===== src/hw/rtl/chr_pkg.sv =====
// Shared types and constants of the chord history ring.
package chr_pkg;

  localparam int MaxDepth = 64;
  localparam int MaxNotes = 8;
  localparam int NoteW    = 8;
  localparam int AddrW    = $clog2(MaxDepth);
  localparam int CntW     = $clog2(MaxDepth + 1);
  localparam int CfgW     = 7;
  localparam int CfgIdxW  = 2;
  localparam int CountW   = 4;
  localparam int WidthW   = 4;

  typedef enum logic [CfgIdxW-1:0] {
    CfgDepth   = 2'd0,
    CfgReverse = 2'd1,
    CfgWidth   = 2'd2,
    CfgReplay  = 2'd3
  } cfg_idx_e;

  typedef logic [MaxNotes-1:0][NoteW-1:0] chord_t;

  typedef struct packed {
    logic [CountW-1:0] note_count;
    logic [NoteW-1:0]  in_note_0;
    logic [NoteW-1:0]  in_note_1;
    logic [NoteW-1:0]  in_note_2;
    logic [NoteW-1:0]  in_note_3;
    logic [NoteW-1:0]  in_note_4;
    logic [NoteW-1:0]  in_note_5;
    logic [NoteW-1:0]  in_note_6;
    logic [NoteW-1:0]  in_note_7;
  } in_req_t;

  typedef struct packed {
    logic [NoteW-1:0] out_note_0;
    logic [NoteW-1:0] out_note_1;
    logic [NoteW-1:0] out_note_2;
    logic [NoteW-1:0] out_note_3;
    logic [NoteW-1:0] out_note_4;
    logic [NoteW-1:0] out_note_5;
    logic [NoteW-1:0] out_note_6;
    logic [NoteW-1:0] out_note_7;
  } out_rsp_t;

  // Ring access issued by the controller for one accepted request.
  typedef struct packed {
    logic             emit;
    logic             replay;
    logic             we;
    logic             re;
    logic [AddrW-1:0] addr;
    chord_t           wdata;
  } access_t;

  typedef struct packed {
    logic [CntW-1:0] fill;
    logic [CntW-1:0] depth;
  } status_t;

endpackage


===== src/hw/rtl/chr_store.sv =====
// Chord storage: single-port synchronous memory with registered read data.
module chr_store (
  input  logic                  clk_i,
  input  logic                  we_i,
  input  logic                  re_i,
  input  logic [chr_pkg::AddrW-1:0] addr_i,
  input  chr_pkg::chord_t       wdata_i,
  output chr_pkg::chord_t       rdata_o
);
  import chr_pkg::*;

  chord_t mem_q [MaxDepth];
  chord_t rdata_q;

  always_ff @(posedge clk_i) begin
    if (we_i) begin
      mem_q[addr_i] <= wdata_i;
    end
    if (re_i) begin
      rdata_q <= mem_q[addr_i];
    end
  end

  assign rdata_o = rdata_q;

endmodule


===== config.mk =====
export PLATFORM = sky130hd
export DESIGN_NAME = chr_store
export DESIGN_NICKNAME = d
export VERILOG_FILES = /design/src/hw/rtl/chr_pkg.sv /design/src/hw/rtl/chr_store.sv
export SDC_FILE = /design/constraint.sdc
export NUM_CORES = 2
export LEC_CHECK = 0
export CAP_MARGIN = 25
export CORE_ASPECT_RATIO = 1.25
export CORE_UTILIZATION = 30
export CTS_BUF_LIST = sky130_fd_sc_hd__clkbuf_4
export DETAILED_ROUTE_END_ITERATION = 12
export DONT_BUFFER_PORTS = 1
export PLACE_DENSITY = 0.49
export SKIP_LAST_GASP = 1
export SYNTH_ARGS = -nofsm -noshare
export SYNTH_HDL_FRONTEND = slang
export SYNTH_SLANG_ARGS = --single-unit
export TNS_END_PERCENT = 30

===== constraint.sdc =====
create_clock -name clk_i -period 5.82 [get_ports clk_i]
set_input_delay 0.873 -clock clk_i [delete_from_list [all_inputs] [get_ports clk_i]]
set_output_delay 0.873 -clock clk_i [all_outputs]
set_load 0.05 [all_outputs]

==> impl.org <==
** Status
- Outcome :: finished clean

** Route
- Detailed-route wire length :: 569 mm
- The detailed router placed 96000 vias in this run.
- Using the TritonRoute via totals, the vias-per-cell ratio works out to 5.58.
- DR iter-0 viols :: 12400
- The first detailed-routing pass ran for 6 iterations.
- Post-detailed-route count of antenna-violating nets :: 0
- For this run, design rule violations remaining after detail routing come to 0.
- After detailed routing, the average wire length per cell comes to 33.0 um.

** Yosys
- The complex-gate fraction of the synthesized area is 0.113.
- In this run, synthesis produced a sequential element count of 4160.
- Area share of xor/xnor cells in the synthesized design :: 0
- Dominant combinational cell family by area after synthesis :: compound AO/OA/AOI/OAI gates
- The share of the Yosys chip area taken by registers is 0.800.
- Largest cells by area after synthesis :: sky130_fd_sc_hd__edfxtp_1 (80%), sky130_fd_sc_hd__a221oi_1 (3.6%), sky130_fd_sc_hd__a22oi_1 (3.3%)
- Counting every net in the synthesized netlist gives 8692.
- Cell Area, Synth :: 156000 um^2
- sky130_fd_sc_hd__edfxtp_1 takes more of the synthesized area than any other cell.
- For this run, the number of Yosys warnings is 0.
- Number of cells produced by synthesis :: 8619
- Top flip-flop cell by instance count after synthesis :: sky130_fd_sc_hd__edfxtp_1
- Simple logic cell fraction of the synthesized area :: 0.0227
- Synthesis instantiated 56 different standard cells from the library.
- Number of flops mapped to enable cells by yosys :: 4160
- Mean post-synth cell area :: 18.1 um^2
- Most common library cells after synthesis :: sky130_fd_sc_hd__edfxtp_1 (4160), sky130_fd_sc_hd__a22oi_1 (684), sky130_fd_sc_hd__a221oi_1 (636)
- Multiplexer area fraction after synthesis :: 0.0454
- Most frequent cell after synthesis :: sky130_fd_sc_hd__edfxtp_1
- Async set-or-reset flop fraction in the synthesized netlist :: 0
- Area fraction of the dominant cell type after synthesis :: 0.800
- Of the total synthesized cell area, the portion taken by full adders, half adders and majority gates is 0.

** Timing
- After layout, the worst setup slack is 0.305 ns.
- Minimum clock period :: 5.51 ns
- Fin. Hold Viols :: 0
- Setup violation total in the final timing report :: 0
- Final clock skew :: 0.146 ns
- Setup repair after global routing missed its margin :: no
- The final-report max-slew violation count is 0.
- Maximum clock rate :: 0.181 GHz
- In this run the tightest slew margin relative to its limit is 0.0176.
- Hold timing on the final database bottoms out at a slack of 0.0818 ns.
- After routing, the total negative slack on setup checks comes to 0 ns.
- Of the available clock period, the critical path in the final layout requires 0.948.
- At the pin with the least slew margin, the transition time is 1.47 ns.

** Power
- The worst-case IR drop observed on VDD is 204 uV.
- Static leakage :: 57.7 nW
- Power spread over the standard cell area amounts to 343 nW/um^2.

** Critical path
- Kind of start point of the critical path :: input pin
- CP arrival :: 6.96 ns
- Worst r2r src :: mem_q[39][43]
- Critical Path Sink Type :: register
- Register-to-Register Setup Slack :: 2.46 ns
- The worst setup path is of the in -> reg kind.
- Crit path required time :: 7.27 ns
- In this run the worst path has a maximum fanout of 135.
- The worst register-to-register path ends at rdata_o[43].
- FF-to-FF path depth :: 8

** CTS
- TritonCTS clock tree :: done
- The tree is rooted in a sky130_fd_sc_hd__clkbuf_4.
- After clock tree synthesis, the setup repair step added 0 buffers.
- The clock drives 4160 sinks.
- Insertion delay of the later-clocked pin in the worst-skew pair :: 1.70 ns
- Number of H-tree levels :: 7
- The longest clock path from root to sink contains 5 buffers.
- Inserted Clock Buffers :: 1173
- Clock input transition at the sequential cells of the worst setup and hold paths :: 0.06 ns

** Placed design
- Gp weighted congestion :: 0.802
- The HPWL after detailed placement is 290 mm.
- After detailed placement, the design holds a cell count of 15100.
- Input and output buffers added on the ports amount to 0.
- Setup slack after placement :: 0.824 ns

** Cells and area
- Measured on the finished design, the core utilization comes to 0.354.
- Proportion of layout cells with a drive suffix above 1 :: 0.244
- Synthesis-to-finish area growth :: 17.1%
- The net count of the finished layout is 9696.
- After the flow finishes, the layout carries non-filler instances totaling 17200.

** Global routing
- The number of antenna violations at the first check in global routing was 71.
- Vias in the first global route :: 96900
- In the global route stage, met1 resource usage came out at 0.266.
- Met3 usage in global routing :: 0.0494
- Layer with the highest usage after global routing :: met2
- Global-route wire length before repair :: 777 mm
- Pin count of the biggest net entering global routing :: 529
- Across every metal layer, demand over resource in global routing totals 0.213.
- GRT met2 Usage :: 0.350
- Summed over all layers, the global routing overflow is 0.

** Floorplan
- The total area inside the core boundary comes to 517000 um^2.
- The die covers 523000 um^2.
- Die outline width :: 647 um
- For this configuration, the core starts out at a cell density of 0.302.
- The floorplan step set the die height to 808 um.
- Standard-cell rows :: 295
- Count of boundary I/O pins :: 137

** Min path
- Class of the tightest hold or removal check :: in -> reg
- The startpoint identified for the worst hold timing path is addr_i[1].
- The path with the worst hold slack has its endpoint at rdata_o[55].
- Number of stages on the worst hold path :: 4

** Job
- Across the run, the number of max-cap violations was 0.
-- kinds of logic (layout without fill, tap and decap cells) --
logic type	Yosys count	count (layout)
compound gates	2389	2389
buf+inv	658	2383
flops	4160	4160
mux	604	604
other cells	0	33
simple gates	808	808
-- layout make-up --
class                      count  area, um^2
clock buffer                1703       12800
antenna                       33        82.6
multi-input combinational   3801       28900
timing repair buffer         484        6430
clock inverter               193        1140
inverter                       3        28.8
sequential                  4160      125000
fill                       48800      334000
tap                         6831        8550
-- critical path: stages --
cell and delay [ns]:
sky130_fd_sc_hd__buf_16 0.58, sky130_fd_sc_hd__buf_16 0.44, sky130_fd_sc_hd__buf_16 0.66, sky130_fd_sc_hd__inv_8 0.33, sky130_fd_sc_hd__nand2_1 0.74, sky130_fd_sc_hd__buf_4 0.39
sky130_fd_sc_hd__o22ai_1 0.18, sky130_fd_sc_hd__nor4_1 0.70, sky130_fd_sc_hd__o2111ai_1 0.51, sky130_fd_sc_hd__nand3b_1 0.30, sky130_fd_sc_hd__dlygate4sd3_1 0.57
-- what timing repair did --
item                                   in CTS  in global routing
gates resized for setup                     0                  0
endpoints found under the hold margin    4383                  1
hold buffers                              161                  1
-- state kept, by name, summed over array words and instances, names as in the netlist --
register and cells:
mem_q 4096, rdata_o 64
-- routing by layer --
| metal | wire [um] | vias up |
|---|---|---|
| li1 | - | 39000 |
| met1 | 219000 | 50300 |
| met2 | 276000 | 5502 |
| met3 | 49400 | 1190 |
| met4 | 24100 | 8 |
| met5 | 45 | - |
-- layout by cell type, fill, tap and decap left out, types with 20 or more instances in the layout --
cell,synthesis,layout
sky130_fd_sc_hd__a221oi_1,636,636
sky130_fd_sc_hd__nor2_4,0,69
sky130_fd_sc_hd__a221o_1,30,30
sky130_fd_sc_hd__nand3b_1,30,30
sky130_fd_sc_hd__a21oi_1,210,210
sky130_fd_sc_hd__a311oi_1,27,27
sky130_fd_sc_hd__o21ai_0,139,139
sky130_fd_sc_hd__edfxtp_1,4160,4160
sky130_fd_sc_hd__a22oi_1,684,684
sky130_fd_sc_hd__clkinv_1,0,136
sky130_fd_sc_hd__nor4_1,58,57
sky130_fd_sc_hd__mux4_2,63,63
sky130_fd_sc_hd__diode_2,0,33
sky130_fd_sc_hd__buf_4,23,235
sky130_fd_sc_hd__clkinv_2,0,20
sky130_fd_sc_hd__mux2_2,203,203
sky130_fd_sc_hd__mux2i_1,337,337
sky130_fd_sc_hd__nand4_1,36,36
sky130_fd_sc_hd__a222oi_1,28,28
sky130_fd_sc_hd__o22ai_1,506,506
sky130_fd_sc_hd__nor3_1,24,22
sky130_fd_sc_hd__a211oi_1,33,33
sky130_fd_sc_hd__o2111ai_1,27,27
sky130_fd_sc_hd__buf_12,0,75
sky130_fd_sc_hd__nor2_1,301,233
sky130_fd_sc_hd__clkbuf_4,0,1703
sky130_fd_sc_hd__nand2_1,311,301
sky130_fd_sc_hd__dlygate4sd3_1,0,89
sky130_fd_sc_hd__o2111a_1,30,30
sky130_fd_sc_hd__buf_16,0,82
-- through the flow --
step	cell area, um^2	total power [mW]
2_1_floorplan	156000	35.7
3_3_place_gp	166000	36.6
3_5_place_dp	166000	36.6
4_1_cts	183000	63.1
5_1_grt	183000	64.9
6_report	183000	62.8
-- where the power goes --
part / switching, mW / leakage (nW) / internal [mW]
logic: 2.42 / 11.8 / 1.00
clock network: 11.9 / 8.41 / 13.9
registers: 0.346 / 37.5 / 33.2
-- worst max-delay path by stage --
stage	endpoint	startpoint	cells past startpoint	slack (ns)
after floorplan	mem_q[15][0]	addr_i[2]	9	0.44
final	rdata_o[45]	addr_i[2]	11	0.31
after CTS	rdata_o[45]	addr_i[4]	9	1.65
after global placement	rdata_o[51]	addr_i[2]	7	0.83
after global routing	rdata_o[45]	addr_i[2]	11	0.42
after detailed placement	rdata_o[51]	addr_i[2]	7	0.82
No activity file was read; power rests on OpenSTA's default activity.
