--- config.mk ---
export PLATFORM = sky130hd
export DESIGN_NAME = chr_ctrl
export DESIGN_NICKNAME = d
export VERILOG_FILES = /design/src/hw/rtl/chr_pkg.sv /design/src/hw/rtl/chr_ctrl.sv
export SDC_FILE = /design/constraint.sdc
export NUM_CORES = 1
export LEC_CHECK = 0
export BUFFER_PORTS_ARGS = -buffer_cell sky130_fd_sc_hd__buf_2
export CORE_UTILIZATION = 25
export CTS_CLUSTER_SIZE = 16
export DETAILED_ROUTE_END_ITERATION = 8
export PLACE_DENSITY = 0.59
export SLEW_MARGIN = 20
export SYNTH_ARGS = -nofsm -noshare
export SYNTH_HDL_FRONTEND = slang
export SYNTH_SLANG_ARGS = --single-unit
--- constraint.sdc ---
create_clock -name clk_i -period 10.15 [get_ports clk_i]
set_input_delay 0.5075 -clock clk_i [delete_from_list [all_inputs] [get_ports clk_i]]
set_output_delay 0.5075 -clock clk_i [all_outputs]
set_load 0.05 [all_outputs]
--- src/hw/rtl/chr_pkg.sv ---
// Shared types and constants of the chord history ring.
package chr_pkg;

  localparam int MaxDepth = 64;
  localparam int MaxNotes = 8;
  localparam int NoteW    = 8;
  localparam int AddrW    = $clog2(MaxDepth);
  localparam int CntW     = $clog2(MaxDepth + 1);
  localparam int CfgW     = 7;
  localparam int CfgIdxW  = 2;
  localparam int CountW   = 4;
  localparam int WidthW   = 4;

  typedef enum logic [CfgIdxW-1:0] {
    CfgDepth   = 2'd0,
    CfgReverse = 2'd1,
    CfgWidth   = 2'd2,
    CfgReplay  = 2'd3
  } cfg_idx_e;

  typedef logic [MaxNotes-1:0][NoteW-1:0] chord_t;

  typedef struct packed {
    logic [CountW-1:0] note_count;
    logic [NoteW-1:0]  in_note_0;
    logic [NoteW-1:0]  in_note_1;
    logic [NoteW-1:0]  in_note_2;
    logic [NoteW-1:0]  in_note_3;
    logic [NoteW-1:0]  in_note_4;
    logic [NoteW-1:0]  in_note_5;
    logic [NoteW-1:0]  in_note_6;
    logic [NoteW-1:0]  in_note_7;
  } in_req_t;

  typedef struct packed {
    logic [NoteW-1:0] out_note_0;
    logic [NoteW-1:0] out_note_1;
    logic [NoteW-1:0] out_note_2;
    logic [NoteW-1:0] out_note_3;
    logic [NoteW-1:0] out_note_4;
    logic [NoteW-1:0] out_note_5;
    logic [NoteW-1:0] out_note_6;
    logic [NoteW-1:0] out_note_7;
  } out_rsp_t;

  // Ring access issued by the controller for one accepted request.
  typedef struct packed {
    logic             emit;
    logic             replay;
    logic             we;
    logic             re;
    logic [AddrW-1:0] addr;
    chord_t           wdata;
  } access_t;

  typedef struct packed {
    logic [CntW-1:0] fill;
    logic [CntW-1:0] depth;
  } status_t;

endpackage

--- src/hw/rtl/chr_ctrl.sv ---
// Configuration registers, ring position and fill count, and access generation.
module chr_ctrl (
  input  logic                        clk_i,
  input  logic                        rst_ni,
  input  logic                        cfg_we_i,
  input  logic [chr_pkg::CfgIdxW-1:0] cfg_idx_i,
  input  logic [chr_pkg::CfgW-1:0]    cfg_data_i,
  input  logic                        in_acc_i,
  input  logic [chr_pkg::CountW-1:0]  note_count_i,
  input  chr_pkg::chord_t             in_chord_i,
  output chr_pkg::access_t            acc_o,
  output chr_pkg::status_t            status_o,
  output logic [chr_pkg::WidthW-1:0]  width_o
);
  import chr_pkg::*;

  logic [CfgW-1:0]   depth_q;
  logic              reverse_q;
  logic [WidthW-1:0] width_q;
  logic              replay_q;
  logic              pos_vld_q, pos_vld_d;
  logic [AddrW-1:0]  pos_q, pos_d;
  logic [CntW-1:0]   fill_q, fill_d;

  logic [CntW-1:0]   depth_eff;
  logic [WidthW-1:0] width_eff;
  logic [CntW-1:0]   pos_inc;
  logic [CntW-1:0]   fill_m1;
  logic [AddrW-1:0]  rec_slot;
  logic [AddrW-1:0]  fwd_slot;
  logic [AddrW-1:0]  rev_cur;
  logic [AddrW-1:0]  rev_next;
  logic              active;
  chord_t            wdata;

  assign depth_eff = (CntW'(depth_q) > CntW'(MaxDepth)) ? CntW'(MaxDepth) : CntW'(depth_q);
  assign width_eff = (width_q == '0) ? WidthW'(1) :
                     (width_q > WidthW'(MaxNotes)) ? WidthW'(MaxNotes) : width_q;

  assign pos_inc = CntW'(pos_q) + CntW'(1);
  assign fill_m1 = fill_q - CntW'(1);

  assign rec_slot = (!pos_vld_q || pos_inc >= depth_eff) ? '0 : pos_inc[AddrW-1:0];
  assign fwd_slot = (!pos_vld_q || pos_inc >= fill_q) ? '0 : pos_inc[AddrW-1:0];
  // Newest-first replay reads the current entry, then steps back within the fill.
  assign rev_cur  = (!pos_vld_q || CntW'(pos_q) >= fill_q) ? fill_m1[AddrW-1:0] : pos_q;
  assign rev_next = (rev_cur == '0) ? fill_m1[AddrW-1:0] : rev_cur - AddrW'(1);

  assign active = in_acc_i && (depth_eff != '0) && (note_count_i != '0) &&
                  (!replay_q || fill_q != '0);

  always_comb begin
    for (int i = 0; i < MaxNotes; i++) begin
      wdata[i] = (WidthW'(i) < width_eff && CountW'(i) < note_count_i) ? in_chord_i[i] : '0;
    end
  end

  always_comb begin
    acc_o.emit   = active;
    acc_o.replay = replay_q;
    acc_o.we     = active && !replay_q;
    acc_o.re     = active && replay_q;
    acc_o.wdata  = wdata;
    if (!replay_q) begin
      acc_o.addr = rec_slot;
    end else if (reverse_q) begin
      acc_o.addr = rev_cur;
    end else begin
      acc_o.addr = fwd_slot;
    end
  end

  always_comb begin
    pos_vld_d = pos_vld_q;
    pos_d     = pos_q;
    fill_d    = fill_q;
    if (active) begin
      pos_vld_d = 1'b1;
      if (!replay_q) begin
        pos_d = rec_slot;
        if (CntW'(rec_slot) == fill_q && fill_q < depth_eff) begin
          fill_d = fill_q + CntW'(1);
        end
      end else if (reverse_q) begin
        pos_d = rev_next;
      end else begin
        pos_d = fwd_slot;
      end
    end
  end

  always_ff @(posedge clk_i or negedge rst_ni) begin
    if (!rst_ni) begin
      depth_q   <= '0;
      reverse_q <= 1'b0;
      width_q   <= WidthW'(1);
      replay_q  <= 1'b0;
      pos_vld_q <= 1'b0;
      pos_q     <= '0;
      fill_q    <= '0;
    end else if (cfg_we_i) begin
      unique case (cfg_idx_e'(cfg_idx_i))
        CfgDepth: begin
          depth_q   <= cfg_data_i;
          pos_vld_q <= 1'b0;
          fill_q    <= '0;
        end
        CfgReverse: begin
          reverse_q <= cfg_data_i[0];
          pos_vld_q <= 1'b0;
          fill_q    <= '0;
        end
        CfgWidth: begin
          width_q   <= cfg_data_i[WidthW-1:0];
          pos_vld_q <= 1'b0;
          fill_q    <= '0;
        end
        CfgReplay: begin
          replay_q <= cfg_data_i[0];
        end
        default: begin
        end
      endcase
    end else begin
      pos_vld_q <= pos_vld_d;
      pos_q     <= pos_d;
      fill_q    <= fill_d;
    end
  end

  assign status_o.fill  = fill_q;
  assign status_o.depth = depth_eff;
  assign width_o        = width_eff;

endmodule

==> impl_metrics.py, run 1 <==
metrics = {
    "timing": {
        "worst_clock_skew_ns": 0.00317,
        "period_minus_slack_ns": 4.37,
        "slew_headroom": 0.301,
        "fmax_mhz": 229,
        "rsz0062_at_grt": "false",
        "setup_viol": 0,
        "hold_ws_ns": 0.247,
        "drv_slew": 0,
        "finalSetupTns_ns": 0,
        "period_share": 0.431,
        "hold_viol": 0,
        "worst_pin_slew_ns": 1.04,
    },
    "yosys": {
        "yosys_warnings": 0,
        "async_flop_share": 1.00,
        "synth_edf_count": 0,
        "syn_area_mm2": 0.00340,
        "syn-num-nets": 539,
        "ys_seq_area_frac": 0.199,
        "synth-seq-cells": 27,
        "ys_types": 64,
        "synth_flop_cell": "dfrtp_1",
        "synth_cells": 426,
        "postSynthAreaPerCell_um2": 7.97,
    },
    "drt": {
        "first_pass_iters": 5,
        "drt-total-wl_mm": 13.8,
        "drt-vias-per-instance": 5.09,
        "final_antenna_net_count": 0,
        "initialDrtViolationCount": 329,
        "vias": 3868,
        "drcViolationCount": 0,
        "wl_per_cell_um": 18.1,
    },
    "placement": {
        "dp_hpwl_mm": 11.4,
        "portBuffers": 172,
        "gp_congestion": 0.924,
    },
    "setup_path": {
        "slowest_stage": "dfrtp_1",
        "worstPathArrival_ns": 4.55,
        "crit_chain": "inv_1, ha_1, a21oi_1, o21ai_0, a221oi_1, o21ai_1, buf_4, o21ai_0, ha_1, and3b_1, inv_1, mux2i_1, mux2i_1, a221oi_1, a211oi_1",
        "cpPeakStageDelay_ns": 0.64,
        "regToRegSetupSlack_ns": 5.78,
        "required_ns": 10.32,
        "crit_type": "reg -> reg",
        "end_kind": "flip-flop",
        "cp_max_fo": 17,
        "startpoint_type": "flip-flop",
    },
    "global_routing": {
        "track_usage": 0.194,
        "grt_max_degree": 28,
        "grt_overflow_total": 0,
        "grt_pass1_vias": 3736,
        "antenna_found_initial": 4,
        "grt_pass1_wl_mm": 21.1,
    },
    "final_layout": {
        "final_cell_mix": "172 x buf_2, 51 x and2_1, 32 x ha_1",
        "drive_above_1_share": 0.350,
        "final_common_cell": "buf_2",
        "nFillCells": 1422,
        "area_growth_pct": 30.1,
        "nets": 694,
    },
    "power_and_ir_drop": {
        "power.density_mw_per_mm2": 256,
        "ir_worst_vdd_uv": 101,
        "p_leak_nw": 2.28,
    },
    "cts": {
        "cts_tree": "done",
        "hold_buffers": 0,
        "root_buffer": "clkbuf_16",
        "clk_path_buf_depth": 2,
        "cts_made_buffers": 3,
        "h-tree-depth": 1,
        "post_cts_buffers": 0,
        "cts.repair.resized": 0,
        "cts_num_sinks": 27,
        "clkSlewWorstSetupHoldPaths_ns": 0.08,
        "worstSkewPairLatency_ns": 0.27,
    },
    "floorplanning": {
        "io_pins": 173,
        "initial_core_util": 0.256,
        "die_area_mm2": 0.0141,
        "std_cell_rows": 42,
        "core_mm2": 0.0132,
        "die_x_um": 119,
        "die_height_um": 119,
    },
    "run": {
        "maxCapViolCount": 0,
    },
    "min_path": {
        "hp-class": "in -> async",
    },
    "status": {
        "status": "finished clean",
    },
}
## Yosys cell counts (2+ instances only)
cell	instances	area (um2)
a2111oi_0	3	26.3
a211oi_1	7	52.6
a21o_1	6	45.0
a21oi_1	18	90.1
a221oi_1	5	43.8
a311oi_1	2	17.5
a31oi_1	4	25.0
and2_1	51	319
and3_1	13	81.3
buf_1	2	7.51
buf_4	3	22.5
buf_6	7	78.8
clkbuf_1	9	33.8
dfrtp_1	26	651
ha_1	32	400
inv_1	30	113
mux2_2	14	158
mux2i_1	7	70.1
nand2_1	28	105
nand2b_1	5	31.3
nand3_1	9	45.0
nand4_1	6	37.5
nor2_1	29	109
nor2b_1	14	87.6
nor3_1	16	80.1
nor3b_1	3	22.5
nor4_1	2	12.5
o211ai_1	2	15.0
o21a_1	2	15.0
o21ai_0	19	95.1
o21ai_1	2	10.0
o22a_1	2	17.5
o311ai_1	2	17.5
o31ai_1	4	30.0
or3_1	2	12.5
xnor2_1	10	87.6
xor2_1	3	26.3
## critical path, delay by kind of cell (launching register included)
| kind | cells | cell delay [ns] |
|---|---|---|
| buf+inv | 3 | 0.48 |
| compound gates | 7 | 1.38 |
| mux | 2 | 0.76 |
| fa+ha+maj | 2 | 0.69 |
| flops | 1 | 0.64 |
| simple gates | 1 | 0.31 |
## state kept, by name (all words and copies together), names as in the netlist
| register | flops |
|---|---|
| width_q | 4 |
| pos_vld_q | 1 |
| depth_q | 7 |
| reverse_q | 1 |
| replay_q | 1 |
| pos_q | 6 |
| fill_q | 7 |
## metrics by stage
stage,power (W),setup slack (ns),util,std cells,instance area (um2)
4_1_cts,0.00113,5.82,0.333,756,4410
5_1_grt,0.00121,5.50,0.334,760,4420
3_3_place_gp,0.00102,5.64,0.327,752,4330
3_5_place_dp,0.00102,5.84,0.327,752,4330
6_report,0.00113,5.78,0.334,760,4420
2_1_floorplan,0.000823,6.00,-,426,3400
## layer usage
layer  vias to the layer above  wire (um)  track usage
met1                      1789       4940        0.208
met4                         0        612        0.112
met3                        31       1000       0.0319
li1                       1830          -            -
met2                       218       7230        0.356
met5                         -          0            0
## kinds of logic (layout without fill, tap and decap cells)
| kind of cell | count (synthesis) | after routing | share of synthesized area |
|---|---|---|---|
| DFF | 27 | 27 | 0.199 |
| muxes | 21 | 21 | 0.0671 |
| buffers and inverters | 53 | 207 | 0.0800 |
| adders and majority gates | 32 | 32 | 0.118 |
| other | 0 | 4 | 0 |
| AOI/OAI and AO/OA | 92 | 92 | 0.191 |
| xor gates and xnor gates | 14 | 14 | 0.0405 |
| and+or+nand+nor | 187 | 187 | 0.304 |
## power by group
group,switching (W),internal (W)
registers,0.0000673,0.000133
clock network,0.0000458,0.0000548
logic,0.000555,0.000273
## layout make-up
| type | instances | area, um2 | area share |
|---|---|---|---|
| Inverter | 30 | 113 | 0.0255 |
| Tap cell | 176 | 220 | 0.0498 |
| Timing Repair Buffer | 173 | 868 | 0.196 |
| Antenna cell | 4 | 10.0 | 0.00227 |
| Multi-Input combinational cell | 346 | 2450 | 0.554 |
| Sequential cell | 27 | 677 | 0.153 |
| Clock inverter | 1 | 8.76 | 0.00198 |
| Clock buffer | 3 | 75.1 | 0.0170 |
## worst paths after layout
check | endpoint | start | cells past startpoint
worst min-delay path | pos_q[0]$_DFFE_PN0P_ | rst_ni | 1
worst max-delay path | pos_q[1]$_DFFE_PN0P_ | fill_q[2]$_DFFE_PN0P_ | 15
max in group asynchronous | fill_q[1]$_DFFE_PN0P_ | rst_ni | 1
worst max register to register | pos_q[1]$_DFFE_PN0P_ | fill_q[2]$_DFFE_PN0P_ | 15
worst min register to register | pos_vld_q$_DFFE_PN0P_ | pos_vld_q$_DFFE_PN0P_ | 2
min in group clk_i | depth_q[6]$_DFFE_PN0P_ | cfg_data_i[6] | 3
Note: power is estimated with default switching activity, not from simulation.
==> run 2, diff against run 1 <==
- clock period: 10.15 -> 4.5 ns (I/O delays scaled with it)
==> run 2 against run 1 <==
The flow now finishes with violations (negative hold slack). Highest routed layer unchanged. Largest power group unchanged. Clock-buffer cell count stayed put. Clock skew is 0.0064 ns higher. Routed wire length barely moved. Critical path depth shrank 1. Final cell count is 0.66% higher.
==> impl_metrics.py, run 2 (same netlist as run 1, synthesis figures left out) <==
metrics = {
    "global_routing": {
        "grt_pass1_vias": 3801,
        "antenna_found_initial": 2,
        "grt_overflow_total": 0,
        "grt_pass1_wl_mm": 21.3,
        "track_usage": 0.196,
        "grt_max_degree": 28,
    },
    "final_layout": {
        "final_common_cell": "buf_2",
        "drive_above_1_share": 0.361,
        "area_growth_pct": 31.8,
        "design_area_mm2": 0.00448,
        "final_cells": 765,
        "nets": 702,
        "reg_top3": "depth_q x7, fill_q x7, pos_q x6",
        "final_cell_mix": "172 x buf_2, 51 x and2_1, 32 x ha_1",
    },
    "floorplanning": {
        "io_pins": 173,
        "die_area_mm2": 0.0141,
        "initial_core_util": 0.256,
        "die_x_um": 119,
        "die_height_um": 119,
        "std_cell_rows": 42,
        "core_mm2": 0.0132,
    },
    "power_and_ir_drop": {
        "switching_share": 0.581,
        "power.internal_w": 0.00108,
        "switching_power_w": 0.00150,
        "p_leak_nw": 2.32,
        "ir_worst_vdd_uv": 306,
        "p_clk_frac": 0.086,
        "seqPwrFrac": 0.160,
        "total_power_w": 0.00259,
        "power.density_mw_per_mm2": 578,
        "power_frac_comb": 0.753,
    },
    "timing": {
        "finalSetupTns_ns": 0,
        "hold_ws_ns": -0.0346,
        "slew_headroom": 0.380,
        "rsz0062_at_grt": "false",
        "worst_pin_slew_ns": 0.923,
        "hold_viol": 26,
        "worst_clock_skew_ns": 0.00953,
        "period_share": 0.920,
        "period_minus_slack_ns": 4.14,
        "setup_slack_ns": 0.359,
        "setup_viol": 0,
        "fmax_mhz": 241,
        "drv_slew": 0,
    },
    "setup_path": {
        "worstPathArrival_ns": 4.30,
        "startpoint_type": "flip-flop",
        "cp_max_fo": 12,
        "required_ns": 4.66,
        "crit_type": "reg -> reg",
        "end_kind": "flip-flop",
    },
    "drt": {
        "drt-total-wl_mm": 13.8,
        "drcViolationCount": 0,
        "wl_per_cell_um": 18.0,
        "vias": 3821,
        "initialDrtViolationCount": 293,
        "first_pass_iters": 4,
        "final_antenna_net_count": 0,
        "drt-vias-per-instance": 4.99,
    },
    "cts": {
        "clkSlewWorstSetupHoldPaths_ns": 0.08,
        "root_buffer": "clkbuf_16",
        "cts_made_buffers": 3,
        "hold_buffers": 0,
        "cts_tree": "done",
        "clk_path_buf_depth": 2,
        "worstSkewPairLatency_ns": 0.27,
        "cts_num_sinks": 27,
        "h-tree-depth": 1,
    },
    "status": {
        "status": "finished with violations",
        "violations": "negative hold slack",
    },
    "placement": {
        "place_inst": 760,
        "place_area_mm2": 0.00439,
        "gp_congestion": 0.904,
        "portBuffers": 172,
        "post-place-ws_ns": 0.362,
        "dp_hpwl_mm": 11.4,
    },
    "min_path": {
        "hp-class": "in -> async",
    },
    "run": {
        "maxCapViolCount": 0,
    },
}
==> run 2: final cells by class <==
class / count / area, um2
fillers: 1415 / 8770
flip-flops and latches: 27 / 677
repair buffers: 181 / 928
clock inverters: 1 / 8.76
well taps: 176 / 220
diodes: 1 / 2.50
clock buffers: 3 / 75.1
inverters: 30 / 113
multi-input cells: 346 / 2450
==> run 2: worst max-delay path: stages (launching register included) <==
cell and delay [ns]:
dfrtp_1 0.65, inv_1 0.22, ha_1 0.36, a21oi_1 0.14
o21ai_0 0.12, a221oi_1 0.25, o21ai_1 0.17, o21ai_0 0.40
ha_1 0.32, and3b_1 0.30, inv_1 0.08, mux2i_2 0.37
mux2i_1 0.24, a221oi_1 0.09, a211oi_1 0.33
==> run 2: worst paths after layout <==
| kind | startpoint | endpoint | slack, ns | depth (start not counted) |
|---|---|---|---|---|
| max | fill_q[2]$_DFFE_PN0P_ | pos_q[1]$_DFFE_PN0P_ | 0.36 | 14 |
| min | rst_ni | pos_q[0]$_DFFE_PN0P_ | -0.03 | 1 |
| max reg2reg | fill_q[2]$_DFFE_PN0P_ | pos_q[1]$_DFFE_PN0P_ | 0.36 | 14 |
| min reg2reg | depth_q[0]$_DFFE_PN0P_ | depth_q[0]$_DFFE_PN0P_ | 0.53 | 1 |
| max in group asynchronous | rst_ni | fill_q[2]$_DFFE_PN0P_ | 4.09 | 1 |
| min in group clk_i | cfg_data_i[6] | depth_q[6]$_DFFE_PN0P_ | 0.16 | 3 |
==> run 2: timing repair <==
| item | in CTS | in global routing |
|---|---|---|
| setup buffers | 0 | 0 |
| endpoints found under the setup margin | 0 | 1 |
| resized for setup | 0 | 1 |
==> run 2: power groups by stage <==
stage                     clock network, W  registers (W)  logic, W
final                             0.000223       0.000415   0.00195
after global routing              0.000238       0.000430   0.00212
after CTS                         0.000228       0.000412   0.00194
after detailed placement                 0       0.000416   0.00193
after global placement                   0       0.000415   0.00193
after floorplan                          0       0.000387   0.00147
==> run 2: per-layer routing <==
metal | up-vias | routed length, um | track usage
met4 | 0 | 352 | 0.0593
met2 | 181 | 7290 | 0.380
met3 | 22 | 1030 | 0.0319
met5 | - | 0 | 0
li1 | 1834 | - | -
met1 | 1784 | 5130 | 0.214
==> run 2: stage by stage <==
stage               hold slack [ns]  utilization
floorplan                   -0.0706            -
global placement              0.291        0.331
detailed placement            0.306        0.331
CTS                         0.00747        0.337
global route                 0.0308        0.338
finish                      -0.0346        0.338
